File: src/twdbm_pkg.sv
package twdbm_pkg;

  localparam int unsigned BitsPerByte = 8;
  localparam int unsigned CntWidth    = $clog2(BitsPerByte + 1);

  typedef enum logic [1:0] {
    CMD_TICK  = 2'd0,
    CMD_WRITE = 2'd1,
    CMD_READ  = 2'd2,
    CMD_IDLE  = 2'd3
  } cmd_e;

  typedef enum logic [2:0] {
    KIND_NONE  = 3'd0,
    KIND_START = 3'd1,
    KIND_DATA  = 3'd2,
    KIND_STOP  = 3'd3,
    KIND_IDLE  = 3'd4
  } kind_e;

  typedef enum logic [4:0] {
    PH_FREE  = 5'b00001,
    PH_START = 5'b00010,
    PH_DATA  = 5'b00100,
    PH_STOP  = 5'b01000,
    PH_IDLE  = 5'b10000
  } phase_e;

endpackage

File: src/two_wire_debug_byte_master.sv
// Master side of a two-wire debug link (clock line plus data line).
// Input channel (in_valid_i / in_ready_o) carries one request per accepted
// item: either a command (write byte, read byte, idle clocks) or a tick that
// clocks one period of the link. Commands are taken only while no earlier
// command is in progress; otherwise accepted_o comes back as 0.
// Output channel (out_valid_o / out_ready_i) returns exactly one result per
// request, describing the period clocked (start, data bit LSB first, stop or
// idle), the data line level and whether the master drives it, and for reads
// the assembled byte on the last data tick.
// The result is registered on acceptance and offered in the next cycle.
// Throughput: one request per cycle while results are taken, set by the single
// output register; all decoding lies between the input handshake and it.
// A stalled receiver holds the result in the output register; a new request
// is taken in the same cycle the held result is taken, so no bubble appears.
// Reset returns the link to free with the data line held high and clears
// the output valid.
module two_wire_debug_byte_master (
  input  logic       clk_i,
  input  logic       rst_ni,
  input  logic       in_valid_i,
  output logic       in_ready_o,
  input  logic [1:0] cmd_i,
  input  logic       start_flag_i,
  input  logic       stop_flag_i,
  input  logic [7:0] data_byte_i,
  input  logic [7:0] idle_count_i,
  input  logic       line_sample_i,
  output logic       out_valid_o,
  input  logic       out_ready_i,
  output logic       accepted_o,
  output logic       clock_active_o,
  output logic [2:0] period_kind_o,
  output logic       line_level_o,
  output logic       line_driven_o,
  output logic       read_valid_o,
  output logic [7:0] read_byte_o,
  output logic       command_done_o
);
  import twdbm_pkg::*;

  phase_e              phase_q, phase_d;
  cmd_e                op_q, op_d;
  logic [CntWidth-1:0] bit_cnt_q, bit_cnt_d;
  logic [7:0]          shift_q, shift_d;
  logic [7:0]          left_q, left_d;
  logic                stop_lvl_q, stop_lvl_d;
  logic                held_q, held_d;

  logic       acc_d, clk_act_d, lvl_d, drv_d, rv_d, done_d;
  kind_e      kind_d;
  logic [7:0] rb_d;

  logic       out_valid_q;
  logic       acc_q, clk_act_q, lvl_q, drv_q, rv_q, done_q;
  logic [2:0] kind_q;
  logic [7:0] rb_q;

  logic take;
  cmd_e cmd;

  assign in_ready_o = !out_valid_q || out_ready_i;
  assign take       = in_valid_i && in_ready_o;
  assign cmd        = cmd_e'(cmd_i);

  always_comb begin
    phase_d    = phase_q;
    op_d       = op_q;
    bit_cnt_d  = bit_cnt_q;
    shift_d    = shift_q;
    left_d     = left_q;
    stop_lvl_d = stop_lvl_q;
    held_d     = held_q;
    acc_d      = 1'b0;
    clk_act_d  = 1'b0;
    kind_d     = KIND_NONE;
    lvl_d      = held_q;
    drv_d      = 1'b1;
    rv_d       = 1'b0;
    rb_d       = 8'h00;
    done_d     = 1'b0;
    if (cmd != CMD_TICK) begin
      if (phase_q != PH_FREE) begin
        drv_d = !(phase_q == PH_DATA && op_q == CMD_READ);
        lvl_d = drv_d ? held_q : 1'b0;
      end else begin
        acc_d      = 1'b1;
        op_d       = cmd;
        bit_cnt_d  = '0;
        stop_lvl_d = stop_flag_i;
        if (cmd == CMD_IDLE) begin
          held_d = 1'b1;
          left_d = idle_count_i;
          if (idle_count_i == 8'h00) begin
            done_d = 1'b1;
          end else begin
            phase_d = PH_IDLE;
          end
        end else begin
          shift_d = (cmd == CMD_WRITE) ? data_byte_i : 8'h00;
          phase_d = start_flag_i ? PH_START : PH_DATA;
        end
        drv_d = !(phase_d == PH_DATA && cmd == CMD_READ);
        lvl_d = drv_d ? held_d : 1'b0;
      end
    end else begin
      unique case (phase_q)
        PH_START: begin
          held_d    = 1'b0;
          phase_d   = PH_DATA;
          clk_act_d = 1'b1;
          kind_d    = KIND_START;
          lvl_d     = 1'b0;
        end
        PH_DATA: begin
          clk_act_d = 1'b1;
          kind_d    = KIND_DATA;
          bit_cnt_d = bit_cnt_q + 1'b1;
          if (bit_cnt_d >= CntWidth'(BitsPerByte)) begin
            phase_d = PH_STOP;
          end
          if (op_q == CMD_READ) begin
            shift_d = {line_sample_i, shift_q[7:1]};
            drv_d   = 1'b0;
            rv_d    = (bit_cnt_d >= CntWidth'(BitsPerByte));
            rb_d    = rv_d ? shift_d : 8'h00;
          end else begin
            held_d  = shift_q[0];
            shift_d = {1'b0, shift_q[7:1]};
          end
          lvl_d = drv_d ? held_d : 1'b0;
        end
        PH_STOP: begin
          held_d    = stop_lvl_q;
          phase_d   = PH_FREE;
          clk_act_d = 1'b1;
          kind_d    = KIND_STOP;
          lvl_d     = stop_lvl_q;
          done_d    = 1'b1;
        end
        PH_IDLE: begin
          held_d    = 1'b1;
          left_d    = left_q - 8'h01;
          clk_act_d = 1'b1;
          kind_d    = KIND_IDLE;
          lvl_d     = 1'b1;
          if (left_d == 8'h00) begin
            phase_d = PH_FREE;
            done_d  = 1'b1;
          end
        end
        default: begin
          phase_d = PH_FREE;
        end
      endcase
    end
  end

  always_ff @(posedge clk_i or negedge rst_ni) begin
    if (!rst_ni) begin
      phase_q     <= PH_FREE;
      op_q        <= CMD_TICK;
      bit_cnt_q   <= '0;
      shift_q     <= 8'h00;
      left_q      <= 8'h00;
      stop_lvl_q  <= 1'b1;
      held_q      <= 1'b1;
      out_valid_q <= 1'b0;
    end else begin
      if (take) begin
        phase_q    <= phase_d;
        op_q       <= op_d;
        bit_cnt_q  <= bit_cnt_d;
        shift_q    <= shift_d;
        left_q     <= left_d;
        stop_lvl_q <= stop_lvl_d;
        held_q     <= held_d;
      end
      if (in_ready_o) begin
        out_valid_q <= in_valid_i;
      end
    end
  end

  always_ff @(posedge clk_i) begin
    if (take) begin
      acc_q     <= acc_d;
      clk_act_q <= clk_act_d;
      kind_q    <= kind_d;
      lvl_q     <= lvl_d;
      drv_q     <= drv_d;
      rv_q      <= rv_d;
      rb_q      <= rb_d;
      done_q    <= done_d;
    end
  end

  assign out_valid_o    = out_valid_q;
  assign accepted_o     = acc_q;
  assign clock_active_o = clk_act_q;
  assign period_kind_o  = kind_q;
  assign line_level_o   = lvl_q;
  assign line_driven_o  = drv_q;
  assign read_valid_o   = rv_q;
  assign read_byte_o    = rb_q;
  assign command_done_o = done_q;

endmodule

File: config.mk
export PLATFORM = sky130hd
export DESIGN_NAME = two_wire_debug_byte_master
export DESIGN_NICKNAME = d
export VERILOG_FILES = /design/src/twdbm_pkg.sv /design/src/two_wire_debug_byte_master.sv
export SDC_FILE = /design/constraint.sdc
export NUM_CORES = 1
export LEC_CHECK = 0
export ABC_AREA = 1
export BUFFER_PORTS_ARGS = -buffer_cell sky130_fd_sc_hd__buf_2
export CAP_MARGIN = 20
export CORE_ASPECT_RATIO = 1.1
export CORE_MARGIN = 5
export CORE_UTILIZATION = 55
export DETAILED_ROUTE_END_ITERATION = 6
export PLACE_DENSITY = 0.85
export SYNTH_ARGS = -nofsm -noshare
export SYNTH_HDL_FRONTEND = slang
export SYNTH_SLANG_ARGS = --single-unit
File: constraint.sdc
create_clock -name clk_i -period 2.3 [get_ports clk_i]
set_input_delay 0.115 -clock clk_i [delete_from_list [all_inputs] [get_ports clk_i]]
set_output_delay 0.115 -clock clk_i [all_outputs]
set_load 0.1 [all_outputs]
### Word level (Yosys, flattened, before mapping)

Cells that the tools add are included.

| storage, ports and cells | value |
|---|---|
| bits in registers | 47 |

| cells by class | value |
|---|---|
| add/sub/neg operators | 2 |
| $lt $le $gt $ge | 1 |
| equality and inequality tests | 15 |
| mux-type cells | 49 |
| bitwise logic cells | 4 |
| reduce and logical (&&, ||, !) cells | 22 |

Operators by type and width:

| operator | count |
|---|---|
| $mux 8 | 10 |
| $mux 5 | 8 |
| $mux 1 | 22 |
| $logic_not 8->1 | 2 |
| $pmux 5 s3 | 1 |
| $mux 4 | 3 |
| $pmux 3 s4 | 1 |
| $reduce_and 4->1 | 3 |
| $eq 5x3->1 const B | 2 |
| $reduce_and 3->1 | 3 |
| $pmux 1 s4 | 2 |
| $reduce_or 4->1 | 2 |
| $sub 8x1->8 const B | 1 |
| $eq 2x2->1 const B | 3 |
| $reduce_bool 2->1 | 3 |
| $eq 5x2->1 const B | 1 |
| $eq 5x4->1 const B | 1 |
| $eq 5x5->1 const B | 1 |
| $ne 5x1->1 const B | 1 |
| $reduce_bool 5->1 | 1 |
| $add 4x1->4 const B | 1 |
| $ge 4x4->1 const B | 1 |
| $ne 2x2->1 const B | 2 |
| $not 1->1 | 4 |
| 10 further kinds | 14 |

### Logic depth before layout (Yosys ltp)

Gate-level depths: netlist of run 1.

| depth | value |
|---|---|
| word-level depth | 10 |
| depth in mapped cells | 14 |

### Worst setup path before layout of run 1

OpenSTA, ideal clock, no wires.

| timing | value |
|---|---|
| kind | flip-flop to flip-flop |
| start | register out_valid_q, in the netlist out_valid_o |
| end | register left_q[2] |
| library setup time | 124 ps |
| arrival time | 2909 ps |
| data required time | 2176 ps |
| setup slack | -733 ps |
| stages on the path, launching flop included | 9 |
| buffers on the path | 1 |
| period minus slack after synthesis | 3033 ps |
| cells stage by stage | dfrtp_1 -> nand2_1 -> nand2_1 -> inv_1 -> nand2_4 -> a21oi_4 -> buf_6 -> nor2_1 -> a21oi_2 |

| between the ends | value |
|---|---|
| longest elaborated chain between the ends | 4 |

Ends and longest elaborated chain:

| element | RTL line | text |
|---|---|---|
| from (decl) | two_wire_debug_byte_master.sv:53 | `logic out_valid_q;` |
| from (signal assigned) | two_wire_debug_byte_master.sv:179 | `out_valid_q <= in_valid_i;` |
| $logic_not 1->1 | two_wire_debug_byte_master.sv:61 | `assign in_ready_o = !out_valid_q \|\| out_ready_i;` |
| $logic_or 1x1->1 | two_wire_debug_byte_master.sv:61 |  |
| via in_ready_o | two_wire_debug_byte_master.sv:21 | `output logic in_ready_o,` |
| $logic_and 1x1->1 | two_wire_debug_byte_master.sv:62 | `assign take = in_valid_i && in_ready_o;` |
| via take | two_wire_debug_byte_master.sv:58 | `logic take;` |
| $reduce_and 4->1 (no line) | n/a |  |
| to (signal assigned) | two_wire_debug_byte_master.sv:174 | `left_q <= left_d;` |
| to (decl) | two_wire_debug_byte_master.sv:45 | `logic [7:0] left_q, left_d;` |

The timed path passes the listed nets, and every way through them passes these cells.
A chain may end at the register's enable or synchronous reset.

### Worst setup path after layout of run 1

| timing | value |
|---|---|
| start | register left_q[0] |
| end | register phase_q[3] |

| between the ends | value |
|---|---|
| longest elaborated chain between the ends | 4 |

Ends and longest elaborated chain:

| element | RTL line | text |
|---|---|---|
| $sub 8x1->8 | two_wire_debug_byte_master.sv:142 | `left_d = left_q - 8'h01;` |
| $logic_not 8->1 | two_wire_debug_byte_master.sv:146 | `if (left_d == 8'h00) begin` |
| $ne 3x3->1 (no line) | n/a |  |
| $reduce_and 4->1 (no line) | n/a |  |
| to (signal assigned) | two_wire_debug_byte_master.sv:170 | `phase_q <= phase_d;` |
| to (decl) | two_wire_debug_byte_master.sv:41 | `phase_e phase_q, phase_d;` |

No other way between the ends.

==> results of run 1 <==
==> area by class of cell <==
class | instances | area (µm²) | share of cell area [%]
Clock inverter | 2 | 35.0 | 1.21
Multi-Input combinational cell | 210 | 1050 | 36.3
Tap cell | 54 | 67.6 | 2.33
Sequential cell | 47 | 1270 | 43.7
Clock buffer | 6 | 82.6 | 2.85
Timing Repair Buffer | 46 | 240 | 8.29
Inverter | 40 | 154 | 5.31
==> flip-flops by register name, indices dropped and copies added, names as in the netlist <==
register	count
period_kind_o	3
phase_q	5
held_q	1
command_done_o	1
read_byte_o	8
left_q	8
line_driven_o	1
out_valid_o	1
read_valid_o	1
accepted_o	1
clock_active_o	1
shift_q	8
stop_lvl_q	1
op_q	2
bit_cnt_q	4
line_level_o	1
==> what timing repair did <==
action                                 CTS  global route
setup endpoints to repair                0             0
endpoints found under the hold margin   27             0
setup buffers                            0             0
hold buffers                             1             0
resized for setup                        0             0
==> routing by layer <==
| layer | global-route usage [%] | part of all wire (%) | vias up |
|---|---|---|---|
| met2 | 34.5 | 53 | 67 |
| met3 | 3.88 | 5.6 | 8 |
| li1 | - | - | 1078 |
| met1 | 25.8 | 40 | 1022 |
| met5 | 0 | 0 | - |
| met4 | 6.41 | 1.4 | 0 |
==> cells in the final DEF (no fill, tap or decap), types with 2 or more instances in the layout <==
cell type	n
o211ai_1	3
nand2_1	67
o21ai_1	2
o21ai_0	26
dfstp_2	3
nand3_1	18
nand2_4	4
nor2_2	3
buf_4	2
a21oi_1	14
nor2_1	44
buf_2	43
nand2_2	3
edfxtp_1	17
ha_1	3
dfrtp_1	26
nor3_1	3
inv_2	3
nand4_1	3
inv_1	36
or2_2	2
o22ai_1	3
clkbuf_8	6
==> power groups by stage <==
stage                     Combinational [mW]  Clock (mW)  Sequential [mW]
after floorplan                        0.730           0             1.49
after global placement                  1.11           0             1.32
after CTS                               1.15       0.622             1.32
after detailed placement                1.15           0             1.33
final                                   1.16       0.618             1.33
after global routing                    1.30       0.674             1.35
==> logic make-up (layout without fill, tap and decap cells) <==
logic type,after synthesis,after routing,synth area share (%)
simple gates,150,150,26.9
buf+inv,45,94,7.52
fa+ha+maj,3,3,1.50
compound gates,54,54,12.3
xor+xnor,2,2,0.702
flops,47,47,50.7
mux,1,1,0.451
==> worst paths after layout <==
path / slack (ns) / from / cells past startpoint / end
max: 0.42 / left_q[0]$_DFFE_PN0P_ / 13 / phase_q[3]$_DFFE_PN0P_
min: 0.05 / stop_flag_i / 2 / stop_lvl_q$_DFFE_PN1P_
min in group asynchronous: 0.38 / rst_ni / 2 / bit_cnt_q[3]$_DFFE_PN0P_
max reg2reg: 0.42 / left_q[0]$_DFFE_PN0P_ / 13 / phase_q[3]$_DFFE_PN0P_
max in group asynchronous: 1.44 / rst_ni / 2 / out_valid_o$_DFFE_PN0N_
min reg2reg: 0.49 / shift_q[0]$_DFFE_PN0P_ / 2 / shift_q[0]$_DFFE_PN0P_
==> per-stage QoR <==
stage | setup WS, ns | power (mW) | instance area (µm²) | util, % | std cells
final | 0.422 | 3.10 | 2900 | 66.6 | 405
after detailed placement | 0.440 | 2.48 | 2770 | 63.7 | 396
after global routing | 0.128 | 3.33 | 2900 | 66.6 | 405
after CTS | 0.425 | 3.09 | 2900 | 66.6 | 405
after global placement | 0.541 | 2.43 | 2770 | 63.7 | 396
after floorplan | 0.0592 | 2.22 | 2510 | - | 302
==> metrics, run 1 <==
outcome finished, final reports clean; Worst EP arrival 2.06 ns; yosys warns 0; top post-synthesis cells by count nand2_1 (68), nor2_1 (44), inv_1 (37), dfrtp_1 (27), o21ai_0 (26); Psw 1.27 mW; sw frac 40.9%; global placer's final weighted congestion 0.914; Die X 74.2 µm; maximum clock path buffer count 2; combinational power share 37.3%; sequential share of power 42.8%; Final Setup Violations 0; GRT overflow 0; startpoint types flop; clk_skew 0.0114 ns; critical path, cell by cell inv_1 > ha_1 > inv_1 > nor2_1 > nand2_1 > o21ai_0 > nand2_1 > nor2_1 > nand2_1 > nand2_2 > nand2_4 > nand2_1 > nand2_1; Max Fclk 533 MHz; DP HPWL 4.22 mm; Buf/Inv on CP 2; CTS tree done; Syn Nets 330; max incr delay on CP 0.40 ns; I/O pin cnt 44; later-pin clock latency in the skew report 0.30 ns; Hold Path Class in -> reg; Most used DFF post-synth dfrtp_1; post-synth top area cell dfrtp_1; Overall Global Routing Usage 20.3%; nets@finish 378; Post-synth EDFFs 17; slowest CP cell dfrtp_1; Via Count 2175; TritonCTS Buffers 5; synth unique cells 35; syn avg cell area 8.27 µm²; top-area cell type share of the netlist area 27.1%; fin. max-slew vios 0; Clock transition at path regs 0.08 ns; CP endpoint kind flop; share of cells above drive strength 1 22.5%; Fin. Hold Viols 0; Setup TNS 0 ns; hold slack 0.0479 ns; drt initial violations 165; largest net degree at the start of global routing 31; crit path time final 1.88 ns; first-pass GRT wire length 9.31 mm; total wire length 5.59 mm; Seq/Total Area, Yosys 50.7%; leakage power 1.42 nW; Crit path top cell by count nand2_1; DRT Pass-1 Iters 5; count leader, synth nand2_1; #FFs+latches synth 47; Clock Power Share 19.9%; CP Max Fanout 6; antenna viol nets, final 0; Mapped Area 2500 µm²; CTS Sinks 47; final worst-path cycle share 81.6%; full die area 5990 µm²; power per cell area 1070 nW/µm²; Worst-Margin Slew 0.675 ns; site row count 25; die extent in y 80.7 µm; PortBufs 43; CTS Root Buffer Type clkbuf_8; drc violations 0; Initial Util 57.4%; worst rel slew slack 55.0%; Core Area 4350 µm²; Fillers 360; Avg WL per Cell 13.8 µm; worst setup path class reg -> reg; initial antenna violation count 0; number of global-route vias before repair 2043; RSZ-0062 raised after global routing false; Synth area leaders dfrtp_1 (27%), edfxtp_1 (20%), nand2_1 (10%); Gate Count Post-Synth 302; data required time of the worst path 2.48 ns; ys async rst share 63.8%; via/cell ratio 5.37; maxcap violations 0; Area Growth Syn to Fin 16.0%; crit-path leading delay family simple AND/OR/NAND/NOR gates; Inserted Diodes 0; VDD IR max 0.554 mV; CTS H-Tree Depth 2; Internal 1.83 mW
(Power assumes the default switching activity.)
==> run 2, diff against run 1 <==
--- a/config.mk
+++ b/config.mk
@@ -5,14 +5,14 @@
 export SDC_FILE = /design/constraint.sdc
 export NUM_CORES = 1
 export LEC_CHECK = 0
-export ABC_AREA = 1
+export ABC_AREA = 0
 export BUFFER_PORTS_ARGS = -buffer_cell sky130_fd_sc_hd__buf_2
 export CAP_MARGIN = 20
 export CORE_ASPECT_RATIO = 1.1
 export CORE_MARGIN = 5
-export CORE_UTILIZATION = 55
+export CORE_UTILIZATION = 51
 export DETAILED_ROUTE_END_ITERATION = 6
-export PLACE_DENSITY = 0.85
+export PLACE_DENSITY = 0.82
 export SYNTH_ARGS = -nofsm -noshare
 export SYNTH_HDL_FRONTEND = slang
 export SYNTH_SLANG_ARGS = --single-unit
==> constraint.sdc (replaced) <==
create_clock -name clk_i -period 1.72 [get_ports clk_i]
set_input_delay 0.086 -clock clk_i [delete_from_list [all_inputs] [get_ports clk_i]]
set_output_delay 0.086 -clock clk_i [all_outputs]
set_load 0.1 [all_outputs]
==> metrics, run 2 <==
outcome finished, violations left; violated checks setup timing; drt initial violations 287; TritonCTS Buffers 5; Avg WL per Cell 18.6 µm; VDD IR max 0.795 mV; first-pass GRT wire length 11.8 mm; clk_skew 0.0119 ns; fin. max-slew vios 0; Clock transition at path regs 0.09 ns; Initial Util 52.8%; Die X 79.1 µm; data required time of the worst path 1.90 ns; leakage power 1.61 nW; Core Util, Final 73.9%; Psw 2.24 mW; DP HPWL 4.87 mm; combinational power share 52.9%; worst rel slew slack 54.3%; Seq/Total Area, Yosys 47.3%; full die area 6800 µm²; Synth area leaders dfrtp_1 (25%), edfxtp_1 (19%), o21ai_0 (4.3%); final worst slack -0.277 ns; DRT Pass-1 Iters 4; count leader, synth dfrtp_1; GRT overflow 0; Via Count 2428; #FFs+latches synth 47; worst setup path class reg -> reg; largest net degree at the start of global routing 31; global placer's final weighted congestion 0.865; via/cell ratio 5.98; top-area cell type share of the netlist area 25.2%; Worst-Margin Slew 0.686 ns; CTS H-Tree Depth 2; Area Growth Syn to Fin 39.8%; later-pin clock latency in the skew report 0.31 ns; Clock Power Share 12.6%; CP Max Fanout 2; Final Setup Violations 18; Placement Setup Slack -0.238 ns; Worst EP arrival 2.18 ns; commonest non-fill, non-tap cell in the layout buf_2; top post-synthesis cells by count dfrtp_1 (27), nand2_1 (24), o21ai_0 (23), nor2_1 (18), edfxtp_1 (17); Inserted Diodes 0; yosys warns 0; I/O pin cnt 44; CTS Root Buffer Type clkbuf_8; Syn Nets 282; die extent in y 86.0 µm; drc violations 0; maximum clock path buffer count 2; Internal 3.12 mW; Hold Path Class in -> reg; Most used DFF post-synth dfrtp_1; antenna viol nets, final 0; final worst-path cycle share 116%; RSZ-0062 raised after global routing true; post-synth top area cell dfrtp_1; initial antenna violation count 0; Overall Global Routing Usage 22.0%; Setup TNS -1.52 ns; CP endpoint kind flop; CTS Sinks 47; power per cell area 1430 nW/µm²; total wire length 7.54 mm; crit path time final 2.00 ns; nets@finish 375; share of cells above drive strength 1 49.1%; maxcap violations 0; syn avg cell area 10.5 µm²; PortBufs 43; Total Power 5.35 mW; number of global-route vias before repair 2518; Max Fclk 501 MHz; sw frac 41.8%; synth unique cells 61; Post-synth EDFFs 17; sequential share of power 34.5%; Core Area 5070 µm²; Gate Count Post-Synth 254; ys async rst share 63.8%; most frequent cells in the layout buf_2 (43), buf_4 (42), dfrtp_1 (24); startpoint types flop; Fin. Hold Viols 0; Mapped Area 2680 µm²; site row count 27; CTS tree done
run 2: changes by cell type in the layout (fill, tap and decap cells not counted), moves of 11 or more:
| cell | delta |
|---|---|
| buf_4 | +40 |
| buf_6 | +11 |
| nand3_1 | -13 |
| nand2_1 | -48 |
| o21ai_1 | +12 |
| inv_1 | -28 |
| nor2_1 | -31 |
| o21ai_0 | -19 |
run 2: critical path: stages (launching register included):
cell	delay [ns]
dfrtp_1	0.41
nor4_4	0.34
nor4b_4	0.29
xor2_1	0.12
or4_4	0.44
a21boi_2	0.18
a21oi_1	0.10
run 2: final cells by class:
type / count / area, µm²
multi-input combinational: 185 / 1580
fill: 332 / 1330
sequential: 47 / 1270
timing repair buffer: 98 / 684
tap: 58 / 72.6
clock buffer: 5 / 68.8
inverter: 10 / 50.0
clock inverter: 3 / 20.0
run 2: path summary, 6_finish.rpt:
kind / from / end / slack [ns] / cells after the start
min in group asynchronous: rst_ni / left_q[0]$_DFFE_PN0P_ / 0.35 / 2
hold / removal: stop_flag_i / stop_lvl_q$_DFFE_PN1P_ / 0.04 / 2
setup reg to reg: left_q[5]$_DFFE_PN0P_ / phase_q[4]$_DFFE_PN0P_ / -0.28 / 6
setup / recovery: left_q[5]$_DFFE_PN0P_ / phase_q[4]$_DFFE_PN0P_ / -0.28 / 6
max in group asynchronous: rst_ni / out_valid_o$_DFFE_PN0N_ / 0.86 / 2
hold reg to reg: op_q[0]$_DFFE_PN0P_ / op_q[0]$_DFFE_PN0P_ / 0.49 / 2
run 2: logic make-up (layout without fill, tap and decap cells):
kind of cell,after synthesis,after routing,share of synthesized area [%]
AND/OR/NAND/NOR,91,91,20.3
AO/OA/AOI/OAI,72,72,20.1
flip-flops,47,47,47.3
buffers and inverters,22,116,3.97
multiplexers,12,12,4.63
XOR/XNOR,7,7,2.29
adder cells (fa/ha/maj),3,3,1.40
run 2: metal layers:
metal	part of all wire, %	up-vias	global-route usage, %
met5	0	-	0
met4	2.9	0	8.13
met3	5.3	23	4.52
met2	53	95	40.5
met1	38	1173	24.9
li1	-	1137	-
run 2: repair_timing:
item,in CTS,in global routing
endpoints found under the setup margin,34,37
hold buffers,1,0
gates resized for setup,29,42
pin swaps,16,26
hold endpoints to repair,27,0
setup buffers,6,8
run 2: through the flow:
stage               hold WS, ns  cells  instance area (µm²)
floorplan                -0.210    254                 2740
global placement          0.156    385                 3270
detailed placement        0.163    385                 3270
CTS                      0.0253    400                 3520
global route             0.0243    406                 3740
finish                   0.0356    406                 3740
run 2: power by group through the flow:
stage / sequential, mW / clock, mW / combinational (mW)
floorplan: 1.95 / 0 / 1.33
global placement: 1.78 / 0 / 2.19
detailed placement: 1.80 / 0 / 2.25
CTS: 1.81 / 0.673 / 2.40
global route: 1.89 / 0.722 / 3.02
finish: 1.85 / 0.672 / 2.83
==> run 3, diff against run 2 <==
--- a/config.mk
+++ b/config.mk
@@ -5,14 +5,14 @@
 export SDC_FILE = /design/constraint.sdc
 export NUM_CORES = 1
 export LEC_CHECK = 0
-export ABC_AREA = 0
+export ABC_AREA = 1
 export BUFFER_PORTS_ARGS = -buffer_cell sky130_fd_sc_hd__buf_2
 export CAP_MARGIN = 20
 export CORE_ASPECT_RATIO = 1.1
 export CORE_MARGIN = 5
-export CORE_UTILIZATION = 51
+export CORE_UTILIZATION = 50
 export DETAILED_ROUTE_END_ITERATION = 6
-export PLACE_DENSITY = 0.82
+export PLACE_DENSITY = 0.81
 export SYNTH_ARGS = -nofsm -noshare
 export SYNTH_HDL_FRONTEND = slang
 export SYNTH_SLANG_ARGS = --single-unit
==> metrics, run 3 (synthesized netlist as in run 1, its figures left out) <==
Worst-Margin Slew 0.707 ns; via/cell ratio 5.27; share of cells above drive strength 1 31.3%; startpoint types flop; worst rel slew slack 52.9%; Setup TNS -0.00380 ns; VDD IR max 0.589 mV; total wire length 5.87 mm; Fillers 408; later-pin clock latency in the skew report 0.30 ns; crit path time final 1.72 ns; commonest non-fill, non-tap cell in the layout nand2_1; antenna viol nets, final 0; Cells after DPL 409; Inserted Diodes 0; maximum clock path buffer count 2; Core Area 4930 µm²; DP Area 2860 µm²; largest net degree at the start of global routing 31; Initial Util 50.6%; outcome finished, violations left; Die X 77.4 µm; CTS Sinks 47; TritonCTS Buffers 5; most frequent cells in the layout nand2_1 (61), buf_2 (43), nor2_1 (38); clk_skew 0.00847 ns; global placer's final weighted congestion 0.919; maxcap violations 0; PortBufs 43; count of non-filler cells in the finished layout 426; RSZ-0062 raised after global routing true; design area 3110 µm²; DP HPWL 4.12 mm; Final Setup Violations 1; Fin. Hold Viols 0; max incr delay on CP 0.41 ns; nets@finish 395; Max Fclk 580 MHz; Via Count 2245; CTS tree done; slowest CP cell dfrtp_1; Overall Global Routing Usage 17.9%; site row count 27; power per cell area 1430 nW/µm²; CP endpoint kind flop; fin. max-slew vios 0; Area Growth Syn to Fin 24.6%; final worst slack -0.00380 ns; Avg WL per Cell 13.8 µm; Worst EP arrival 1.93 ns; violated checks setup timing; DRT Pass-1 Iters 4; die extent in y 84.1 µm; Hold Path Class in -> reg; GRT overflow 0; worst setup path class reg -> reg; leakage power 1.50 nW; data required time of the worst path 1.92 ns; CP Max Fanout 6; full die area 6510 µm²; CTS Root Buffer Type clkbuf_8; I/O pin cnt 44; first-pass GRT wire length 9.48 mm; Crit path top cell by count nand2_1; initial antenna violation count 0; number of global-route vias before repair 2100; Clock transition at path regs 0.09 ns; critical path, cell by cell inv_2 > ha_4 > inv_2 > nor2_4 > nand2_2 > o21ai_1 > nand2_1 > nor2_1 > nand2_1 > nand2_4 > nand2_4 > nand2_1 > nand2_1; CTS H-Tree Depth 2; final worst-path cycle share 100%; drt initial violations 233; drc violations 0
## run 3: cell count changes in the layout (fill, tap and decap cells not counted), moves of 7 or more
cell,change
nor2_1,+25
buf_4,-25
nand3_1,+12
o21ai_1,-11
inv_1,+23
and2_1,-8
buf_6,-10
mux2i_1,-9
inv_2,+7
a21oi_1,+7
o21ai_0,+17
nand2_1,+42
## run 3: routing by layer
layer	up-vias	wire length (µm)	global-route usage (%)
li1	1119	-	-
met1	1057	2620	24.2
met2	64	2890	28.0
met3	5	290	3.78
met4	0	78	7.03
met5	-	0	0
## run 3: what timing repair did
action,CTS,global route
endpoints found under the hold margin,27,1
hold buffers,1,1
cloned,0,0
endpoints found under the setup margin,5,25
resized for setup,3,23
setup buffers,0,7
pin swaps,1,9
## run 3: where the power goes
part           switching [mW]  leakage [nW]  internal (mW)  total [mW]
combinational            1.24         0.921          0.664        1.91
clock                   0.378        0.0496          0.375       0.753
sequential              0.249         0.529           1.54        1.78
total                    1.87          1.50           2.58        4.44
## run 3: final timing paths
path                                         from                       to  slack [ns]  depth (start not counted)
setup / recovery            left_q[1]$_DFFE_PN0P_   phase_q[4]$_DFFE_PN0P_      -0.004                         13
hold / removal                         in_valid_i  out_valid_o$_DFFE_PN0N_        0.03                          3
setup reg to reg            left_q[1]$_DFFE_PN0P_   phase_q[4]$_DFFE_PN0P_      -0.004                         13
hold reg to reg            shift_q[0]$_DFFE_PN0P_   shift_q[0]$_DFFE_PN0P_        0.48                          2
max in group asynchronous                  rst_ni  out_valid_o$_DFFE_PN0N_        0.84                          2
min in group asynchronous                  rst_ni    left_q[2]$_DFFE_PN0P_        0.36                          2
## run 3: area by class of cell
cell class                      count  area (µm²)  share of cell area, %
Clock buffer                        7        97.6                   3.14
Tap cell                           58        72.6                   2.33
Clock inverter                      1        7.51                  0.241
Inverter                           40         154                   4.95
Sequential cell                    47        1270                   40.8
Timing Repair Buffer               63         374                   12.0
Multi-Input combinational cell    210        1130                   36.5
## run 3: worst max-delay path: cells and delay by family (launching register included)
kind            cells  cell delay [ns]
simple gates        9             0.79
flops               1             0.41
compound gates      1             0.16
buf+inv             2             0.14
fa+ha+maj           1             0.14
## run 3: metrics by stage
stage / power, mW / setup WS, ns / hold slack [ns] / util (%)
2_1_floorplan: 2.98 / -0.230 / -0.210 / -
3_3_place_gp: 3.36 / 0.0351 / 0.166 / 58.1
3_5_place_dp: 3.41 / -0.0739 / 0.178 / 58.1
4_1_cts: 4.18 / 0.00322 / 0.00350 / 60.6
5_1_grt: 4.74 / -0.131 / 0.0276 / 63.0
6_report: 4.44 / -0.00380 / 0.0301 / 63.0
